[src/rtl/core/fsp_pkg.sv]
// shared types and constants for the format specification parser
// holds the phase encoding, parser state, result record and character codes
// no dependencies
`timescale 1ns / 1ps

package fsp_pkg;

	// largest value a width or precision can hold
	localparam logic [30:0] SAT_MAX = 31'h7FFF_FFFF;

	// characters the parser acts on
	localparam logic [7:0] CH_MINUS = 8'h2D;
	localparam logic [7:0] CH_ZERO  = 8'h30;
	localparam logic [7:0] CH_NINE  = 8'h39;
	localparam logic [7:0] CH_PLUS  = 8'h2B;
	localparam logic [7:0] CH_SPACE = 8'h20;
	localparam logic [7:0] CH_HASH  = 8'h23;
	localparam logic [7:0] CH_STAR  = 8'h2A;
	localparam logic [7:0] CH_DOT   = 8'h2E;
	localparam logic [7:0] CH_LC_C  = 8'h63;
	localparam logic [7:0] CH_LC_S  = 8'h73;
	localparam logic [7:0] CH_LC_P  = 8'h70;
	localparam logic [7:0] CH_LC_D  = 8'h64;
	localparam logic [7:0] CH_LC_I  = 8'h69;
	localparam logic [7:0] CH_LC_U  = 8'h75;
	localparam logic [7:0] CH_LC_X  = 8'h78;
	localparam logic [7:0] CH_UC_X  = 8'h58;
	localparam logic [7:0] CH_PCT   = 8'h25;

	// conversion codes on the result
	typedef enum logic [3:0] {
		CV_CHAR    = 4'd0,
		CV_STRING  = 4'd1,
		CV_POINTER = 4'd2,
		CV_DEC     = 4'd3,
		CV_INT     = 4'd4,
		CV_UNSIGND = 4'd5,
		CV_HEX_LO  = 4'd6,
		CV_HEX_UP  = 4'd7,
		CV_PERCENT = 4'd8
	} conv_t;

	// parse phases, one-hot
	typedef enum logic [5:0] {
		PH_FLAGS     = 6'b000001,
		PH_WIDTH     = 6'b000010,
		PH_AFT_WIDTH = 6'b000100,
		PH_AFT_DOT   = 6'b001000,
		PH_PREC      = 6'b010000,
		PH_AFT_STAR  = 6'b100000
	} phase_t;

	// flag bit positions
	localparam int unsigned FL_LEFT  = 0;
	localparam int unsigned FL_ZERO  = 1;
	localparam int unsigned FL_PLUS  = 2;
	localparam int unsigned FL_SPACE = 3;
	localparam int unsigned FL_ALT   = 4;

	typedef struct packed {
		phase_t      phase;
		logic [4:0]  flags;
		logic [30:0] width;
		logic        prec_given;
		logic [30:0] prec;
	} state_t;

	localparam state_t STATE_RESET = '{
		phase:      PH_FLAGS,
		flags:      5'd0,
		width:      31'd0,
		prec_given: 1'b0,
		prec:       31'd0
	};

	typedef struct packed {
		logic        left_align;
		logic        zero_pad;
		logic        force_plus;
		logic        space_sign;
		logic        alternate_form;
		logic [30:0] field_width;
		logic        precision_given;
		logic [30:0] precision_value;
		logic [3:0]  conversion;
		logic        valid_res;
		logic        char_consumed;
	} result_t;

endpackage

[src/rtl/core/format_spec_parser.sv]
// top level of the format specification parser: input register, parser state,
// result register; uses fsp_pkg and fsp_step
//
//   channel | handshake                  | payload
//   item    | item_valid / item_stall    | character, star_argument
//   result  | result_valid / result_stall| flags, field_width, precision_*, conversion, status
//
// one character per cycle unless item_stall holds it; the character ending the specification
// passes the input register, then its result is captured in the result register
// the parser state is updated as each character leaves the input register
// a held result stalls only a character that would produce another result
// reset clears the phase, flags, accumulators and both valid bits
`timescale 1ns / 1ps

module format_spec_parser (
	input  logic               clk,
	input  logic               arst_n,
	input  logic               item_valid,
	output logic               item_stall,
	input  logic [7:0]         character,
	input  logic signed [31:0] star_argument,
	output logic               result_valid,
	input  logic               result_stall,
	output logic               left_align,
	output logic               zero_pad,
	output logic               force_plus,
	output logic               space_sign,
	output logic               alternate_form,
	output logic [30:0]        field_width,
	output logic               precision_given,
	output logic [30:0]        precision_value,
	output logic [3:0]         conversion,
	output logic               valid_res,
	output logic               char_consumed
);

	logic             vld_s1;
	logic [7:0]       chr_s1;
	logic [31:0]      arg_s1;
	fsp_pkg::state_t  state_q;
	fsp_pkg::state_t  state_nxt;
	logic             emit;
	fsp_pkg::result_t res;
	fsp_pkg::result_t res_q;
	logic             res_vld_q;
	logic             out_free;
	logic             advance;
	logic             accept;

	// handshake control
	assign out_free   = !res_vld_q || !result_stall;
	assign advance    = vld_s1 && (!emit || out_free);
	assign item_stall = vld_s1 && !advance;
	assign accept     = item_valid && !item_stall;

	fsp_step u_step (
		.st            (state_q),
		.character     (chr_s1),
		.star_argument (arg_s1),
		.nxt           (state_nxt),
		.emit          (emit),
		.res           (res)
	);

	// input register
	always_ff @(posedge clk or negedge arst_n) begin
		if (!arst_n) begin
			vld_s1 <= 1'b0;
		end else if (accept) begin
			vld_s1 <= 1'b1;
		end else if (advance) begin
			vld_s1 <= 1'b0;
		end
	end

	always_ff @(posedge clk) begin
		if (accept) begin
			chr_s1 <= character;
			arg_s1 <= star_argument;
		end
	end

	// parser state
	always_ff @(posedge clk or negedge arst_n) begin
		if (!arst_n) begin
			state_q <= fsp_pkg::STATE_RESET;
		end else if (advance) begin
			state_q <= state_nxt;
		end
	end

	// result register
	always_ff @(posedge clk or negedge arst_n) begin
		if (!arst_n) begin
			res_vld_q <= 1'b0;
		end else if (advance && emit) begin
			res_vld_q <= 1'b1;
		end else if (!result_stall) begin
			res_vld_q <= 1'b0;
		end
	end

	always_ff @(posedge clk) begin
		if (advance && emit) begin
			res_q <= res;
		end
	end

	// outputs
	assign result_valid    = res_vld_q;
	assign left_align      = res_q.left_align;
	assign zero_pad        = res_q.zero_pad;
	assign force_plus      = res_q.force_plus;
	assign space_sign      = res_q.space_sign;
	assign alternate_form  = res_q.alternate_form;
	assign field_width     = res_q.field_width;
	assign precision_given = res_q.precision_given;
	assign precision_value = res_q.precision_value;
	assign conversion      = res_q.conversion;
	assign valid_res       = res_q.valid_res;
	assign char_consumed   = res_q.char_consumed;

endmodule

[src/rtl/core/fsp_step.sv]
// next-state and result logic for one character of a specification
// combinational; uses fsp_pkg for the state, result and character codes
`timescale 1ns / 1ps

module fsp_step (
	input  fsp_pkg::state_t  st,
	input  logic [7:0]       character,
	input  logic [31:0]      star_argument,
	output fsp_pkg::state_t  nxt,
	output logic             emit,
	output fsp_pkg::result_t res
);

	// append one decimal digit, saturating
	function automatic logic [30:0] add_digit(input logic [30:0] acc, input logic [3:0] d);
		logic [34:0] sum;
		sum = {1'b0, acc, 3'b000} + {3'b000, acc, 1'b0} + {31'd0, d};
		if (sum > {4'd0, fsp_pkg::SAT_MAX})
			return fsp_pkg::SAT_MAX;
		return sum[30:0];
	endfunction

	logic        is_digit;
	logic [3:0]  dval;
	logic        neg;
	logic [31:0] mag_full;
	logic [30:0] mag;
	fsp_pkg::phase_t eff;
	logic        done;
	logic        known;
	fsp_pkg::conv_t conv;

	// character classes and the starred magnitude
	assign is_digit = (character >= fsp_pkg::CH_ZERO) && (character <= fsp_pkg::CH_NINE);
	assign dval     = character[3:0];
	assign neg      = star_argument[31];
	assign mag_full = neg ? (32'd0 - star_argument) : star_argument;
	assign mag      = mag_full[31] ? fsp_pkg::SAT_MAX : mag_full[30:0];

	// specifier lookup
	always_comb begin
		known = 1'b1;
		conv  = fsp_pkg::CV_CHAR;
		case (character)
			fsp_pkg::CH_LC_C: conv = fsp_pkg::CV_CHAR;
			fsp_pkg::CH_LC_S: conv = fsp_pkg::CV_STRING;
			fsp_pkg::CH_LC_P: conv = fsp_pkg::CV_POINTER;
			fsp_pkg::CH_LC_D: conv = fsp_pkg::CV_DEC;
			fsp_pkg::CH_LC_I: conv = fsp_pkg::CV_INT;
			fsp_pkg::CH_LC_U: conv = fsp_pkg::CV_UNSIGND;
			fsp_pkg::CH_LC_X: conv = fsp_pkg::CV_HEX_LO;
			fsp_pkg::CH_UC_X: conv = fsp_pkg::CV_HEX_UP;
			fsp_pkg::CH_PCT:  conv = fsp_pkg::CV_PERCENT;
			default:          known = 1'b0;
		endcase
	end

	// result record, built from the state before this character
	always_comb begin
		res.left_align      = st.flags[fsp_pkg::FL_LEFT];
		res.zero_pad        = st.flags[fsp_pkg::FL_ZERO];
		res.force_plus      = st.flags[fsp_pkg::FL_PLUS];
		res.space_sign      = st.flags[fsp_pkg::FL_SPACE];
		res.alternate_form  = st.flags[fsp_pkg::FL_ALT];
		res.field_width     = st.width;
		res.precision_given = st.prec_given;
		res.precision_value = st.prec_given ? st.prec : 31'd0;
		res.conversion      = known ? conv : fsp_pkg::CV_CHAR;
		res.valid_res       = known;
		res.char_consumed   = known;
	end

	// phase walk; flags and width phases may fall through to the later ones
	always_comb begin
		nxt  = st;
		done = 1'b0;
		eff  = st.phase;
		case (st.phase)
			fsp_pkg::PH_FLAGS: begin
				done = 1'b1;
				if (character == fsp_pkg::CH_MINUS)
					nxt.flags[fsp_pkg::FL_LEFT] = 1'b1;
				else if (character == fsp_pkg::CH_ZERO)
					nxt.flags[fsp_pkg::FL_ZERO] = 1'b1;
				else if (character == fsp_pkg::CH_PLUS)
					nxt.flags[fsp_pkg::FL_PLUS] = 1'b1;
				else if (character == fsp_pkg::CH_SPACE)
					nxt.flags[fsp_pkg::FL_SPACE] = 1'b1;
				else if (character == fsp_pkg::CH_HASH)
					nxt.flags[fsp_pkg::FL_ALT] = 1'b1;
				else if (character == fsp_pkg::CH_STAR) begin
					if (neg)
						nxt.flags[fsp_pkg::FL_LEFT] = 1'b1;
					nxt.width = mag;
					nxt.phase = fsp_pkg::PH_AFT_WIDTH;
				end else if (is_digit) begin
					nxt.width = add_digit(st.width, dval);
					nxt.phase = fsp_pkg::PH_WIDTH;
				end else begin
					done = 1'b0;
					eff  = fsp_pkg::PH_AFT_WIDTH;
				end
			end
			fsp_pkg::PH_WIDTH: begin
				if (is_digit) begin
					nxt.width = add_digit(st.width, dval);
					done      = 1'b1;
				end else begin
					eff = fsp_pkg::PH_AFT_WIDTH;
				end
			end
			default: ;
		endcase

		if (!done) begin
			case (eff)
				fsp_pkg::PH_AFT_WIDTH: begin
					if (character == fsp_pkg::CH_DOT) begin
						nxt.prec_given = 1'b1;
						nxt.prec       = 31'd0;
						nxt.phase      = fsp_pkg::PH_AFT_DOT;
						done           = 1'b1;
					end
				end
				fsp_pkg::PH_AFT_DOT: begin
					if (character == fsp_pkg::CH_STAR) begin
						if (neg) begin
							nxt.prec_given = 1'b0;
							nxt.prec       = 31'd0;
						end else begin
							nxt.prec = mag;
						end
						nxt.phase = fsp_pkg::PH_AFT_STAR;
						done      = 1'b1;
					end else if (is_digit) begin
						nxt.prec  = add_digit(st.prec, dval);
						nxt.phase = fsp_pkg::PH_PREC;
						done      = 1'b1;
					end
				end
				fsp_pkg::PH_PREC: begin
					if (is_digit) begin
						nxt.prec = add_digit(st.prec, dval);
						done     = 1'b1;
					end
				end
				default: ;
			endcase
		end

		// end of specification: report and start over
		emit = !done;
		if (!done)
			nxt = fsp_pkg::STATE_RESET;
	end

endmodule

[config.mk]
export PLATFORM = sky130hd
export DESIGN_NAME = format_spec_parser
export DESIGN_NICKNAME = d
export VERILOG_FILES = /design/src/rtl/core/fsp_pkg.sv /design/src/rtl/core/format_spec_parser.sv /design/src/rtl/core/fsp_step.sv
export SDC_FILE = /design/constraint.sdc
export NUM_CORES = 1
export LEC_CHECK = 0
export BUFFER_PORTS_ARGS = -buffer_cell sky130_fd_sc_hd__buf_2
export CORE_UTILIZATION = 59
export DETAILED_ROUTE_END_ITERATION = 16
export GPL_TIMING_DRIVEN = 0
export MAX_ROUTING_LAYER = met4
export PLACE_DENSITY = 0.82
export RECOVER_POWER = 100
export SLEW_MARGIN = 30
export SYNTH_ARGS = -nofsm -noshare
export SYNTH_HDL_FRONTEND = slang
export SYNTH_HIERARCHICAL = 1
export SYNTH_SLANG_ARGS = --single-unit
[constraint.sdc]
create_clock -name clk -period 19.4 [get_ports clk]
set_input_delay 0 -clock clk [delete_from_list [all_inputs] [get_ports clk]]
set_output_delay 0 -clock clk [all_outputs]
set_load 0.05 [all_outputs]
==> results of run 1 <==
==> path summary, 6_finish.rpt <==
path / depth (start not counted) / slack, ns / startpoint / end
max reg2reg: 12 / 9.58 / chr_s1[1]$_DFFE_PP_ / precision_value[2]$_DFFE_PP_
max in group asynchronous: 3 / 15.29 / arst_n / state_q[7]$_DFFE_PN0P_
min in group asynchronous: 2 / 0.80 / arst_n / state_q[56]$_DFFE_PN0P_
min reg2reg: 2 / 0.58 / state_q[68]$_DFFE_PN1P_ / state_q[68]$_DFFE_PN1P_
max: 12 / 9.58 / chr_s1[1]$_DFFE_PP_ / precision_value[2]$_DFFE_PP_
min: 4 / 0.19 / result_stall / state_q[73]$_DFFE_PN0P_
==> metal layers <==
| layer | GRT usage, % | wire length, um | up-vias |
|---|---|---|---|
| li1 | - | - | 7194 |
| met1 | 55.3 | 23200 | 7639 |
| met2 | 58.6 | 24000 | 1123 |
| met3 | 7.30 | 6490 | 155 |
| met4 | 14.7 | 1800 | 0 |
| met5 | - | 0 | - |
==> through the flow <==
| step | power (W) | utilization [%] | instances | cell area (um2) |
|---|---|---|---|---|
| 6_report | 0.00117 | 65.8 | 2351 | 17700 |
| 5_1_grt | 0.00120 | 65.8 | 2351 | 17700 |
| 4_1_cts | 0.00117 | 67.8 | 2351 | 18300 |
| 3_5_place_dp | 0.000830 | 64.3 | 2277 | 17300 |
| 3_3_place_gp | 0.000821 | 63.8 | 2272 | 17200 |
| 2_1_floorplan | 0.000728 | - | 1812 | 16200 |
==> cell type report <==
| class | count | area [um2] | share of cell area, % |
|---|---|---|---|
| Clock buffer | 20 | 437 | 2.46 |
| Inverter | 34 | 128 | 0.719 |
| Sequential cell | 190 | 5330 | 30.0 |
| Buffer | 162 | 826 | 4.65 |
| Timing Repair Buffer | 166 | 925 | 5.21 |
| Clock inverter | 12 | 91.3 | 0.515 |
| Tap cell | 341 | 427 | 2.40 |
| Multi-Input combinational cell | 1426 | 9590 | 54.0 |
==> logic make-up (layout without fill, tap and decap cells) <==
| logic type | count (synthesis) | count (layout) | synth area share [%] |
|---|---|---|---|
| simple gates | 631 | 631 | 20.4 |
| compound gates | 586 | 586 | 26.0 |
| flops | 190 | 190 | 32.9 |
| buf+inv | 196 | 394 | 6.21 |
| fa+ha+maj | 127 | 127 | 10.0 |
| xor+xnor | 82 | 82 | 4.44 |
==> timing repair <==
| action | in CTS | in global routing |
|---|---|---|
| endpoints found under the hold margin | 117 | 0 |
| hold buffers | 42 | 0 |
| setup buffers | 0 | 0 |
==> critical path, cell delays in order (launching register included) <==
cell and delay (ns):
edfxtp_1 0.65, clkbuf_1 0.37, a31oi_1 0.15, o31ai_1 0.84, o31ai_1 0.26, a221oi_1 1.40, clkbuf_1 0.79, clkbuf_1 0.68
clkbuf_1 0.67, nand2_1 0.40, a21oi_1 1.35, clkbuf_1 0.88, clkbuf_1 0.96
==> power groups by stage <==
stage	sequential (W)	combinational (W)	clock, W
after floorplan	0.000543	0.000185	0
after global placement	0.000507	0.000314	0
after detailed placement	0.000504	0.000326	0
after CTS	0.000496	0.000334	0.000338
after global routing	0.000501	0.000348	0.000354
final	0.000498	0.000330	0.000341
==> flip-flops by register name (all words and copies together), names as in the netlist, 4 cells and up <==
| signal | count |
|---|---|
| state_q | 74 |
| arg_s1 | 32 |
| field_width | 31 |
| precision_value | 31 |
| chr_s1 | 8 |
| conversion | 4 |
==> cells in the final DEF (no fill, tap or decap), types with 18 or more instances in the layout <==
master,Yosys,final
o211ai_1,25,69
dfrtp_1,75,75
inv_1,34,34
nor2_1,82,82
xor2_1,33,33
o31ai_1,18,18
o22ai_1,44,44
o21ai_0,113,114
dlygate4sd3_1,0,42
nor3_1,36,35
a211oi_1,26,26
nand4_1,82,82
a21oi_1,135,135
ha_1,123,123
edfxtp_1,114,114
nand2_1,187,187
a21o_1,25,25
clkbuf_4,0,39
xnor2_1,49,49
nand2b_1,86,86
clkbuf_1,72,181
nand3_1,19,19
and2_0,0,23
nor4_1,25,25
buf_2,34,57
==> out/metrics.csv, run 1 <==
stage,metric,value,unit
synthesis,number of synthesized flops with an enable pin,114,
clock_tree,CTS max path bufs,2,
final_layout,synthesis-to-finish area growth,9.73,%
power_and_ir_drop,switching share of power,38.0,%
grt,largest net degree at the start of global routing,40,
floorplanning,Die X,168,um
floorplanning,FP Rows,60,
clock_tree,CTS Sinks,190,
placed_design,input/output buffers,119,
run_status,outcome,finished with violations,
synthesis,mapped cell area,16200,um2
final_layout,# fillers,2279,
placed_design,post-detail-place hpwl,39500,um
placed_design,Final GP Congestion,0.976,
power_and_ir_drop,PD cells,65.9,nW/um2
sta,period utilization,50.6,%
synthesis,top cells by instance count after synthesis,"nand2_1 (187), a21oi_1 (135), ha_1 (123)",
power_and_ir_drop,share of total power in sequential cells,42.6,%
grt,overall global routing resource usage,40.1,%
final_layout,n_diodes,0,
synthesis,Yosys Warn Count,6,
detailed_routing,drt pass-1 iters,7,
synthesis,top-count cell post-synth,nand2_1,
floorplanning,Core ar.,27000,um2
synthesis,Cell variety after synth,86,
setup_path,crit end category,flop,
placed_design,"worst slack, placed",13.21,ns
setup_path,CP max FO,20,
clock_tree,"CTS clk-pin slew, worst paths",0.08,ns
power_and_ir_drop,P_int,0.000725,W
sta,final hold violations,0,
floorplanning,DIE HEIGHT,168,um
worst_hold_path,worst min path class,input port to flop,
setup_path,Startpoint Class,flop,
grt,number of global-route vias before repair,15000,
detailed_routing,via count,16100,
sta,Final Max Tran Viols,106,
sta,Final Skew,0.0205,ns
setup_path,Worst EP arrival,9.89,ns
sta,worst setup margin,9.58,ns
grt,first-pass GRT wire length,84700,um
power_and_ir_drop,clock share of power,29.1,%
synthesis,syn nets,1983,
clock_tree,CTS tree,done,
grt,initial antenna violation count,0,
sta,setup TNS,0,ns
clock_tree,H-tree depth,4,
clock_tree,CTS buffer count,17,
sta,Setup Viol. Count Final,0,
final_layout,share of cells above drive strength 1,9.05,%
sta,Tightest Pin Transition,2.52,ns
synthesis,Synth area leaders,"edfxtp_1 (21%), dfrtp_1 (12%), ha_1 (9.5%)",
detailed_routing,post-route ant nets,0,
synthesis,Yosys top cell by area,edfxtp_1,
power_and_ir_drop,Pleak,7.09,nW
final_layout,Nets,2168,
flow_run,max_cap viols,3,
detailed_routing,Post-route DRC,0,
detailed_routing,Starting DRT DRC Count,2425,
power_and_ir_drop,peak supply drop,0.0766,mV
synthesis,top cell type's share of synthesized area,21.2,%
setup_path,WS Path Type,flop to flop,
detailed_routing,drt wl/cell,23.6,um
synthesis,Syn Inst Count,1812,
sta,minimum clock period,9.82,ns
synthesis,Async SR Flop Fraction,40.0,%
synthesis,Synth Flop Type,edfxtp_1,
floorplanning,die area,28100,um2
synthesis,Seq cells post-synth,190,
power_and_ir_drop,sw power,0.000444,W
grt,total grt overflow,0,
floorplanning,initial core utilization,60.0,%
clock_tree,Root Driver,clkbuf_16,
detailed_routing,vias per cell,6.85,
setup_path,Worst EP required,19.47,ns
clock_tree,"Clk Latency, worst-skew pair",0.46,ns
synthesis,"Seq/Total Area, Yosys",32.9,%
clock_tree,post_cts resized,0,
sta,FMAX,0.102,GHz
sta,Rel. slew slack,-67.7,%
sta,RSZ-0062 raised after global routing,false,
sta,worst hold margin,0.187,ns
floorplanning,num ports,120,
run_status,violations in the final reports,"capacitance limit, slew limit",
power_and_ir_drop,Gate power share,28.2,%
synthesis,Mapped Avg Cell Area,8.92,um2
detailed_routing,DRT Wirelength,55500,um
Note: power is estimated with default switching activity, not from simulation.
==> inputs of run 2 (changes only) <==
Settings changed: ABC_AREA set to 1, CORE_UTILIZATION 59 to 57, PLACE_DENSITY 0.82 to 0.83.
Clock period 19.4 ns to 9 ns, I/O delays scaled along.
==> run 2 against run 1 <==
The run still ends with capacitance limit, slew limit left. Setup slack got worse by 7.0 ns. Combinational power rose by 130%. Sequential power rose by 110%. Clock power rose by 130%. Global-route usage rose by 0.092 points. Final area rose by 14%. Hold slack improved by 0.044 ns. Critical path type unchanged.
==> out/metrics.csv, run 2 <==
stage,metric,value,unit
run_status,outcome,finished with violations,
run_status,violations in the final reports,"capacitance limit, slew limit",
synthesis,Syn Inst Count,2816,
sta,FMAX,0.156,GHz
synthesis,Seq cells post-synth,190,
grt,total grt overflow,0,
clock_tree,Post-CTS Setup Inserts,0,
sta,minimum clock period,6.39,ns
clock_tree,CTS tree,done,
final_layout,"most common cell after layout, fill and taps aside",nand2_1,
final_layout,Largest Register,state_q,
setup_path,crit end category,flop,
sta,Rel. slew slack,-102,%
setup_path,Startpoint Class,flop,
worst_hold_path,worst min path class,input port to flop,
final_layout,# fillers,3008,
detailed_routing,via count,19600,
setup_path,Worst EP required,9.19,ns
detailed_routing,drt pass-1 iters,7,
synthesis,number of synthesized flops with an enable pin,114,
clock_tree,post_cts resized,0,
grt,first-pass GRT wire length,99000,um
worst_hold_path,hold wc startpoint,star_argument[15],
placed_design,input/output buffers,119,
synthesis,top-count cell post-synth,nand2_1,
placed_design,Final GP Congestion,1.04,
detailed_routing,Post-route DRC,0,
synthesis,Cell variety after synth,49,
power_and_ir_drop,Tot Pwr,0.00261,W
detailed_routing,DRT Wirelength,63400,um
grt,overall global routing resource usage,40.2,%
setup_path,reg-to-reg startpoint,chr_s1[2]$_DFFE_PP_,
clock_tree,CTS Sinks,190,
floorplanning,Core ar.,31500,um2
sta,Final Skew,0.0152,ns
sta,setup TNS,0,ns
final_layout,max reg flops,74,
setup_path,slowest cell delay on critical path,1.25,ns
synthesis,Yosys Warn Count,6,
sta,period utilization,71.0,%
sta,Final Max Tran Viols,113,
sta,RSZ-0062 raised after global routing,false,
clock_tree,"CTS clk-pin slew, worst paths",0.08,ns
clock_tree,H-tree depth,4,
setup_path,"Slowest-stage cell, CP",clkinvlp_2,
final_layout,share of cells above drive strength 1,7.93,%
synthesis,Async SR Flop Fraction,40.0,%
placed_design,post-detail-place hpwl,47900,um
final_layout,area of the multi-input gates,10700,um2
synthesis,top cells by instance count after synthesis,"nand2_1 (946), inv_1 (327), nand3_1 (301)",
detailed_routing,vias per cell,5.74,
final_layout,fin area,20200,um2
clock_tree,"Clk Latency, worst-skew pair",0.48,ns
sta,final hold violations,0,
synthesis,Mapped Avg Cell Area,6.47,um2
setup_path,CP dominant cell by count,nand3_1,
grt,largest net degree at the start of global routing,50,
setup_path,WS Path Type,flop to flop,
placed_design,placed cell area,19400,um2
floorplanning,FP Rows,65,
synthesis,"Seq/Total Area, Yosys",29.2,%
final_layout,n_diodes,0,
power_and_ir_drop,Pleak,10.6,nW
flow_run,max_cap viols,3,
floorplanning,DIE HEIGHT,181,um
final_layout,most frequent cells in the layout,"nand2_1 (946), inv_1 (327), nand3_1 (304), nor2_1 (272), clkbuf_1 (163)",
floorplanning,die area,32700,um2
power_and_ir_drop,PD cells,129,nW/um2
clock_tree,CTS buffer count,17,
synthesis,mapped cell area,18200,um2
final_layout,Nets,3172,
power_and_ir_drop,peak supply drop,0.132,mV
setup_path,Buf/Inv on CP,5,
final_layout,synthesis-to-finish area growth,10.9,%
setup_path,critical path's top delay family,buffers and inverters,
synthesis,syn nets,2987,
setup_path,Crit. Startpoint,chr_s1[2]$_DFFE_PP_,
grt,initial antenna violation count,0,
synthesis,Yosys top cell by area,nand2_1,
synthesis,Synth Flop Type,edfxtp_1,
floorplanning,num ports,120,
final_layout,Sequential Area,5330,um2
synthesis,Synth area leaders,"nand2_1 (19%), edfxtp_1 (19%), dfrtp_1 (10%)",
final_layout,Regs by FF count,"state_q: 74 flops, arg_s1: 32 flops",
sta,Tightest Pin Transition,3.03,ns
detailed_routing,Starting DRT DRC Count,2069,
setup_path,CP max FO,40,
final_layout,Finished Core Util,64.2,%
detailed_routing,post-route ant nets,0,
setup_path,Worst EP arrival,6.58,ns
clock_tree,Root Driver,clkbuf_16,
sta,Setup Viol. Count Final,0,
detailed_routing,drt wl/cell,18.6,um
clock_tree,CTS Hold Bufs,44,
setup_path,crit path cell chain,inv_1 -> nand3_1 -> nor3_1 -> nor2_1 -> nand3_2 -> nand2_1 -> nand3_1 -> a21oi_1 -> nand3_1 -> nand4_1 -> clkbuf_1 -> inv_2 -> nand3_1 -> clkinvlp_2 -> buf_12,
floorplanning,Die X,181,um
synthesis,top cell type's share of synthesized area,19.5,%
grt,number of global-route vias before repair,18900,
clock_tree,CTS max path bufs,2,
floorplanning,initial core utilization,57.9,%
## run 2: cell types whose count changed after synthesis, sizes merged, moves of 82 or more
cell and change:
o211ai -82, nand3 +287, nand2b -86, inv +302, nor2 +195, nand2 +767
## run 2: layer usage
layer,vias to the layer above,share of wire (%),track usage [%]
li1,9434,-,-
met1,8926,38,44.2
met4,0,6.1,24.2
met3,228,6.9,5.58
met2,1016,49,69.0
met5,-,0,-
## run 2: worst reg2reg max path: stages (launching register included)
cell	delay [ns]
edfxtp_1	0.75
inv_1	0.20
nand3_1	0.20
nor3_1	0.10
nor2_1	0.26
nand3_2	0.11
nand2_1	0.10
nand3_1	0.11
a21oi_1	0.61
nand3_1	0.19
nand4_1	0.15
clkbuf_1	0.80
inv_2	0.33
nand3_1	0.22
clkinvlp_2	1.25
buf_12	0.68
## run 2: final timing paths
path	slack, ns	end	depth (start not counted)
max reg2reg	2.61	field_width[12]$_DFFE_PP_	15
min	0.23	arg_s1[15]$_DFFE_PP_	2
min reg2reg	0.48	state_q[68]$_DFFE_PN1P_	2
max	2.61	field_width[12]$_DFFE_PP_	15
max in group asynchronous	6.03	state_q[31]$_DFFE_PN0P_	3
min in group asynchronous	0.74	state_q[37]$_DFFE_PN0P_	3
## run 2: power by group
group,switching (W),internal [W]
logic,0.000555,0.000204
registers,0.0000536,0.000997
clock network,0.000382,0.000415
total,0.000990,0.00162
## run 2: metrics by stage
stage	hold WS, ns	std cells	worst slack [ns]
2_1_floorplan	-0.296	2816	4.48
6_report	0.232	3416	2.61
5_1_grt	0.229	3416	2.30
4_1_cts	0.0259	3416	4.70
3_3_place_gp	0.178	3337	3.11
3_5_place_dp	-0.0891	3340	4.74
## run 2: final cells by class
class	count	share of cell area, %
Clock inverter	14	0.780
Sequential cell	190	26.4
Buffer	158	4.39
Inverter	337	6.27
Clock buffer	18	2.12
Multi-Input combinational cell	2131	52.8
Tap cell	402	2.49
Timing Repair Buffer	166	4.79
## run 2: kinds of logic after synthesis
logic type	count (synthesis)	share of synthesized area, %
simple gates	1655	38.2
buf+inv	495	12.0
compound gates	299	9.25
flops	190	29.2
fa+ha+maj	127	8.89
xor+xnor	50	2.40
==> inputs of run 3 (changes only) <==
Settings changed: ABC_AREA 1 to 0, CORE_UTILIZATION 57 to 59, PLACE_DENSITY 0.83 to 0.82.
Clock period 9 ns to 6.1 ns, I/O delays scaled along.
==> run 3 against run 2 <==
The flow still finishes with violations (capacitance limit, slew limit). Critical endpoint is now precision_value[0]$_DFFE_PP_. Setup slack got worse by 2.4 ns. Largest cell class unchanged. Hold slack got worse by 0.018 ns. Power increased by 47%. Clock power increased by 49%. Highest routed layer unchanged.
==> out/metrics.csv, run 3 (same netlist as run 1, synthesis figures left out) <==
stage,metric,value,unit
power_and_ir_drop,PD cells,213,nW/um2
power_and_ir_drop,peak supply drop,0.199,mV
sta,Rel. slew slack,-68.7,%
clock_tree,"CTS clk-pin slew, worst paths",0.08,ns
sta,Tightest Pin Transition,2.53,ns
placed_design,Final GP Congestion,0.995,
detailed_routing,post-route ant nets,0,
grt,initial antenna violation count,0,
grt,overall global routing resource usage,40.3,%
sta,Final Skew,0.0218,ns
power_and_ir_drop,P_int,0.00241,W
floorplanning,FP Rows,60,
setup_path,crit end category,flop,
floorplanning,num ports,120,
final_layout,fin area,18000,um2
run_status,violations in the final reports,"capacitance limit, slew limit",
power_and_ir_drop,Pleak,7.28,nW
final_layout,Largest Register,state_q,
final_layout,most frequent cells in the layout,"nand2_1 (187), clkbuf_1 (158), a21oi_1 (134), o21ai_0 (124), ha_1 (123)",
detailed_routing,Post-route DRC,0,
clock_tree,Root Driver,clkbuf_16,
detailed_routing,drt wl/cell,23.3,um
power_and_ir_drop,clock share of power,31.0,%
placed_design,placed cell count,2276,
final_layout,"Cell Count, Final, Fillers Out",2350,
final_layout,n_diodes,0,
sta,worst hold margin,0.213,ns
final_layout,share of cells above drive strength 1,10.9,%
setup_path,WS Path Type,flop to flop,
clock_tree,CTS max path bufs,2,
power_and_ir_drop,Tot Pwr,0.00384,W
detailed_routing,Starting DRT DRC Count,2402,
placed_design,input/output buffers,119,
power_and_ir_drop,share of total power in sequential cells,41.3,%
floorplanning,Core ar.,27000,um2
detailed_routing,vias per cell,6.82,
power_and_ir_drop,sw power,0.00142,W
final_layout,Nets,2167,
setup_path,Startpoint Class,flop,
sta,FMAX,0.168,GHz
clock_tree,Post-CTS Setup Inserts,0,
sta,Setup Viol. Count Final,0,
sta,final hold violations,0,
clock_tree,"Clk Latency, worst-skew pair",0.46,ns
floorplanning,DIE HEIGHT,168,um
grt,first-pass GRT wire length,84900,um
detailed_routing,drt pass-1 iters,6,
placed_design,placed cell area,17300,um2
clock_tree,CTS tree,done,
floorplanning,initial core utilization,60.0,%
final_layout,max reg flops,74,
floorplanning,die area,28100,um2
grt,number of global-route vias before repair,15000,
final_layout,synthesis-to-finish area growth,11.1,%
clock_tree,H-tree depth,4,
floorplanning,Die X,168,um
run_status,outcome,finished with violations,
final_layout,Regs by FF count,"state_q: 74 flops, arg_s1: 32 flops",
sta,Final Max Tran Viols,79,
flow_run,max_cap viols,2,
worst_hold_path,worst min path class,input port to flop,
power_and_ir_drop,Gate power share,27.6,%
sta,period utilization,97.4,%
setup_path,Worst EP required,6.23,ns
clock_tree,CTS buffer count,17,
setup_path,Worst EP arrival,6.07,ns
placed_design,post-detail-place hpwl,39200,um
sta,RSZ-0062 raised after global routing,false,
final_layout,# fillers,2287,
final_layout,"most common cell after layout, fill and taps aside",nand2_1,
grt,total grt overflow,0,
grt,largest net degree at the start of global routing,44,
setup_path,CP max FO,20,
detailed_routing,via count,16000,
sta,setup TNS,0,ns
detailed_routing,DRT Wirelength,54900,um
clock_tree,CTS Sinks,190,
power_and_ir_drop,switching share of power,37.1,%
sta,minimum clock period,5.94,ns
run 3: changes by cell type in the layout (fill, tap and decap cells not counted), moves of 46 or more:
cell / change
xnor2_1: +47
nand3_1: -285
o21ai_0: +46
nor2_1: -190
inv_1: -293
nand2b_1: +86
o211ai_1: +57
nand2_1: -759
run 3: cell type report:
cell class              count  area (um2)  area share (%)
inverters                  34         128           0.710
clock buffers              18         429            2.39
repair buffers            165         943            5.25
well taps                 341         427            2.37
flip-flops and latches    190        5330            29.6
plain buffers             162         876            4.87
clock inverters            14         174           0.968
multi-input cells        1426        9670            53.8
run 3: final timing paths:
check | startpoint | slack [ns] | depth (start not counted) | end
max | chr_s1[1]$_DFFE_PP_ | 0.16 | 13 | precision_value[0]$_DFFE_PP_
min | result_stall | 0.21 | 4 | result_valid$_DFFE_PN0P_
max reg2reg | chr_s1[1]$_DFFE_PP_ | 0.16 | 13 | precision_value[0]$_DFFE_PP_
min reg2reg | state_q[68]$_DFFE_PN1P_ | 0.58 | 2 | state_q[68]$_DFFE_PN1P_
max in group asynchronous | arst_n | 2.19 | 3 | state_q[34]$_DFFE_PN0P_
min in group asynchronous | arst_n | 0.87 | 2 | state_q[53]$_DFFE_PN0P_
run 3: worst max-delay path, stage by stage, from the launching register on:
cell and delay, ns:
edfxtp_1 0.60, clkbuf_1 0.29, nor2b_1 0.20, a31oi_1 0.08
o31ai_2 0.59, o31ai_1 0.25, a221oi_2 0.76, buf_2 0.46
clkbuf_2 0.42, buf_2 0.38, nand2_1 0.32, a21oi_4 0.59
buf_8 0.27, clkbuf_4 0.38
run 3: power groups by stage:
stage | Combinational [W] | Clock [W] | Sequential (W)
final | 0.00106 | 0.00119 | 0.00158
after global routing | 0.00113 | 0.00125 | 0.00159
after CTS | 0.00106 | 0.00120 | 0.00158
after detailed placement | 0.00103 | 0 | 0.00160
after global placement | 0.000997 | 0 | 0.00160
after floorplan | 0.000590 | 0 | 0.00172
run 3: per-stage QoR:
stage                     utilization (%)  worst slack, ns
after floorplan                         -            0.704
after global placement               63.8            -1.93
after detailed placement             64.2            0.112
after CTS                            68.0           0.0648
after global routing                 66.7          0.00489
final                                66.7            0.158
run 3: repair_timing:
action / CTS / global route
hold buffers: 42 / 0
setup endpoints to repair: 0 / 55
resized for setup: 0 / 4
hold endpoints to repair: 117 / 0
run 3: routing by layer:
| metal | GRT usage [%] | share of wire, % | wire [um] | up-vias |
|---|---|---|---|---|
| met5 | - | 0 | 0 | - |
| met4 | 15.2 | 3.7 | 2010 | 0 |
| met3 | 9.45 | 12 | 6550 | 166 |
| met2 | 57.3 | 42 | 23200 | 1091 |
| met1 | 55.4 | 42 | 23100 | 7582 |
| li1 | - | - | - | 7189 |
